**src/rtl/hia_pkg.sv**
```systemverilog
// shared types and constants for the handle id allocator
// used by hia_ctrl, hia_dpath, handle_id_allocator and hia_checker
`default_nettype none

package hia_pkg;

	localparam int MAX_IDS = 2048;
	localparam int HW      = 12;                    // handle field width
	localparam int ID_AW   = $clog2(MAX_IDS);       // memory address width
	localparam int CW      = $clog2(MAX_IDS + 1);   // live count / stack depth width

	localparam logic [HW-1:0] MAX_HANDLE = HW'(MAX_IDS);

	typedef enum logic [1:0] {
		ACT_ALLOC   = 2'd0,
		ACT_RELEASE = 2'd1,
		ACT_CHECK   = 2'd2,
		ACT_NONE    = 2'd3
	} action_t;

	typedef struct packed {
		logic clr_en;   // clearing pass: zero one live map entry
		logic capture;  // take a request, launch memory reads
		logic exec;     // read data ready, update state and result
	} hia_cmd_t;

	typedef struct packed {
		logic clr_last;     // clearing pass on its last entry
		logic out_blocked;  // result register full and held
	} hia_stat_t;

endpackage

`default_nettype wire

```
**src/rtl/hia_ctrl.sv**
```systemverilog
// controller state machine: clearing pass, request capture, execute
// depends on hia_pkg
`default_nettype none

module hia_ctrl
	import hia_pkg::*;
(
	input  wire logic      clk,
	input  wire logic      arst_n,
	input  wire logic      req_valid,
	output logic           req_stall,
	input  wire hia_stat_t stat,
	output hia_cmd_t       cmd
);

	typedef enum logic [2:0] {
		ST_CLEAR = 3'b001,
		ST_IDLE  = 3'b010,
		ST_EXEC  = 3'b100
	} state_t;

	state_t state_q;
	state_t state_nxt;

	always_comb begin
		cmd.clr_en  = (state_q == ST_CLEAR);
		cmd.capture = (state_q == ST_IDLE) && req_valid && !stat.out_blocked;
		cmd.exec    = (state_q == ST_EXEC);
		req_stall   = (state_q != ST_IDLE) || stat.out_blocked;
	end

	always_comb begin
		state_nxt = state_q;
		unique case (state_q)
			ST_CLEAR: begin
				if (stat.clr_last)
					state_nxt = ST_IDLE;
			end
			ST_IDLE: begin
				if (cmd.capture)
					state_nxt = ST_EXEC;
			end
			ST_EXEC: begin
				state_nxt = ST_IDLE;
			end
			default: begin
				state_nxt = ST_CLEAR;
			end
		endcase
	end

	always_ff @(posedge clk or negedge arst_n) begin
		if (!arst_n)
			state_q <= ST_CLEAR;
		else
			state_q <= state_nxt;
	end

endmodule

`default_nettype wire

```
**config.mk**
```make
export PLATFORM = sky130hd
export DESIGN_NAME = hia_ctrl
export DESIGN_NICKNAME = d
export VERILOG_FILES = /design/src/rtl/hia_pkg.sv /design/src/rtl/hia_ctrl.sv
export SDC_FILE = /design/constraint.sdc
export NUM_CORES = 1
export LEC_CHECK = 0
export BUFFER_PORTS_ARGS = -buffer_cell sky130_fd_sc_hd__buf_2
export CORE_AREA = 2 2 39 41
export CTS_CLUSTER_SIZE = 30
export DETAILED_ROUTE_END_ITERATION = 8
export DIE_AREA = 0 0 41 43
export PLACE_DENSITY = 0.42
export SLEW_MARGIN = 20
export SYNTH_ARGS = -nofsm -noshare
export SYNTH_HDL_FRONTEND = slang
export SYNTH_SLANG_ARGS = --single-unit
```
**constraint.sdc**
```tcl
create_clock -name clk -period 2.6 [get_ports clk]
set_input_delay 0.78 -clock clk [delete_from_list [all_inputs] [get_ports clk]]
set_output_delay 0.78 -clock clk [all_outputs]
set_load 0.01 [all_outputs]
```
==> load_flow_metrics.sql <==
INSERT INTO impl_metrics (metric_group, metric, value, unit) VALUES
('synthesis', 'syn-mean-instance-area', '10.3', 'sq um'),
('status', 'outcome', 'finished clean', ''),
('synthesis', 'mappedNetlistNets', '21', ''),
('timing', 'tns', '0', 'ps'),
('clock_tree', 'cts-resized-gates', '0', ''),
('global_route', 'grt_pass1_vias', '125', ''),
('clock_tree', 'cts_post_setup_buffers_inserted', '0', ''),
('detailed_routing', 'detailedRoute.firstPassIterationCount', '2', ''),
('die', 'start_util', '0.119', ''),
('timing', 'clock_skew', '1.29', 'ps'),
('worst_setup_path', 'critical_path.max_stage_delay', '360', 'ps'),
('global_route', 'maximum_number_of_pins_on_one_net_before_global_route_repair', '6', ''),
('die', 'placeableCoreArea', '1380', 'sq um'),
('detailed_routing', 'avgViaCountPerCell', '3.32', ''),
('clock_tree', 'cts_buffer_depth', '2', ''),
('finish', 'final_net_count', '34', ''),
('die', 'std_cell_rows', '14', ''),
('timing', 'rsz_0062_raised_after_global_routing', 'false', ''),
('finish', 'largest_register_ff_count', '3', ''),
('worst_setup_path', 'critical_path.startpoint', 'stat[0]', ''),
('place', 'numPortBuffers', '8', ''),
('global_route', 'global_route.usage.total', '0.0503', ''),
('synthesis', 'synth.top_cells.by_area', 'sky130_fd_sc_hd__dfrtp_1 (30%), sky130_fd_sc_hd__dfstp_2 (16%), sky130_fd_sc_hd__nand2b_4 (8.3%)', ''),
('finish', 'utilization', '0.182', ''),
('clock_tree', 'tritoncts.num_buffers', '3', ''),
('place', 'numPlacedInstances', '40', ''),
('die', 'chipWidth', '41', 'microns'),
('global_route', 'grt_first_pass_wirelength', '483', 'microns'),
('worst_setup_path', 'cp_slowest_cell', 'sky130_fd_sc_hd__or3_4', ''),
('worst_setup_path', 'worst_path_most_repeated_cell', 'sky130_fd_sc_hd__buf_2', ''),
('clock_tree', 'cts_hold_buf', '0', ''),
('worst_setup_path', 'critical_path_peak_fanout', '3', ''),
('finish', 'largest_register_by_flop_count', 'state_q', ''),
('finish', 'areaGrowthSynthToFinish', '52.3', '%'),
('place', 'dp.final_hpwl', '272', 'microns'),
('synthesis', 'yosysSeqAreaShare', '0.462', ''),
('detailed_routing', 'final_antenna_net_count', '0', ''),
('detailed_routing', 'route.vias.total', '146', ''),
('worst_setup_path', 'startpoint_type', 'input pin', ''),
('timing', 'period_share', '0.864', ''),
('detailed_routing', 'drtIter0Drc', '3', ''),
('worst_setup_path', 'crit_path_end_kind', 'output pin', ''),
('synthesis', 'netlist.area_leader.share', '0.303', ''),
('pwr', 'power.ir.vdd_worst', '361', 'uV'),
('synthesis', 'synth.ff_latch_count', '3', ''),
('global_route', 'initial_antenna_violation_count', '0', ''),
('worst_setup_path', 'timing.critical_path.arrival', '1470', 'ps'),
('timing', 'finalCriticalPeriod', '2250', 'ps'),
('synthesis', 'synthDominantAreaCellType', 'sky130_fd_sc_hd__dfrtp_1', ''),
('flow_run', 'maxCapViolations', '0', ''),
('die', 'top_level_ports', '9', ''),
('synthesis', 'post_synth_num_cell_types', '12', ''),
('synthesis', 'postSynthCellCount', '16', ''),
('timing', 'worst-slew-pin-transition', '205', 'ps'),
('timing', 'fmaxAchievable', '0.445', 'GHz'),
('place', 'finalWeightedCongestion', '0.598', ''),
('detailed_routing', 'avgRoutedWirePerCell', '7.27', 'microns'),
('die', 'die_area', '1760', 'sq um'),
('place', 'dpl_cell_area', '225', 'sq um'),
('finish', 'fin_cells', '44', ''),
('timing', 'hold_viol_final', '0', ''),
('finish', 'post_route_cells_drive_above_1_share', '0.536', ''),
('worst_setup_path', 'timing.rr.start', 'state_q[2]$_DFFE_PN0P_', ''),
('pwr', 'power_per_cell_area', '991', 'nW/um^2'),
('finish', 'mostFrequentLayoutCells', 'sky130_fd_sc_hd__buf_2 (8), sky130_fd_sc_hd__nor2_1 (3), sky130_fd_sc_hd__clkbuf_4 (3)', ''),
('detailed_routing', 'drc', '0', ''),
('finish', 'n_antenna_cell', '0', ''),
('clock_tree', 'clkTransAtPathRegs', '40', 'ps'),
('die', 'die_span_in_y', '43', 'microns'),
('worst_hold_path', 'holdCritPathClass', 'in2async', ''),
('pwr', 'static_power_due_to_leakage', '0.000122', 'uW');
-- per-stage QoR --
stage | setup slack (ps) | power, uW | hold slack (ps)
final | 355 | 249 | 339
after global routing | 311 | 270 | 330
after CTS | 350 | 256 | 332
after detailed placement | 351 | 172 | 548
after global placement | 359 | 172 | 538
after floorplan | 479 | 144 | 484
-- synthesized netlist by cell type, drive strengths merged --
library cell / count
dfrtp: 2
dfstp: 1
inv: 1
or3: 1
nor2b: 1
a21oi: 2
a211o: 1
nor3b: 1
nand2b: 2
nor3: 1
nor2: 3
-- metal layers --
metal  global-route usage  vias to the layer above  part of all wire
li1                     -                       78                 -
met1               0.0680                       59              0.56
met2               0.0344                        9              0.27
met3               0.0471                        0              0.17
met4               0.0600                        0                 0
met5                    0                        -                 0
-- power by group --
group / internal (uW) / switching, uW / total (uW) / leakage [uW]
sequential: 68.0 / 18.8 / 86.8 / 0.0000371
clock: 57.4 / 22.2 / 79.6 / 0.0000150
combinational: 44.9 / 38.1 / 83.0 / 0.0000700
total: 170 / 79.1 / 249 / 0.000122
-- critical path: cells and delay by family --
kind	cells	cell delay (ps)
buffers and inverters	2	230
AND/OR/NAND/NOR	2	450
-- logic make-up after synthesis --
kind of cell    share of synthesized area
simple gates                        0.401
flops                               0.462
compound gates                      0.114
buf+inv                            0.0227
-- final cells by class --
class	count	area, sq um
Fill cell	155	1130
Inverter	1	3.75
Tap cell	16	20.0
Sequential cell	3	76.3
Multi-Input combinational cell	12	85.1
Timing Repair Buffer	8	40.0
Clock buffer	4	26.3
-- worst paths after layout --
kind                                               end  slack (ps)  cells past startpoint
worst max-delay path                            cmd[1]         350                      4
worst min-delay path            state_q[2]$_DFFE_PN0P_         340                      1
worst max register to register  state_q[2]$_DFFE_PN0P_        1540                      3
worst min register to register  state_q[0]$_DFFE_PN1P_         550                      2
max in group asynchronous       state_q[0]$_DFFE_PN1P_        2070                      1
min in group clk                state_q[0]$_DFFE_PN1P_         550                      2
Note: power is estimated with default switching activity, not from simulation.
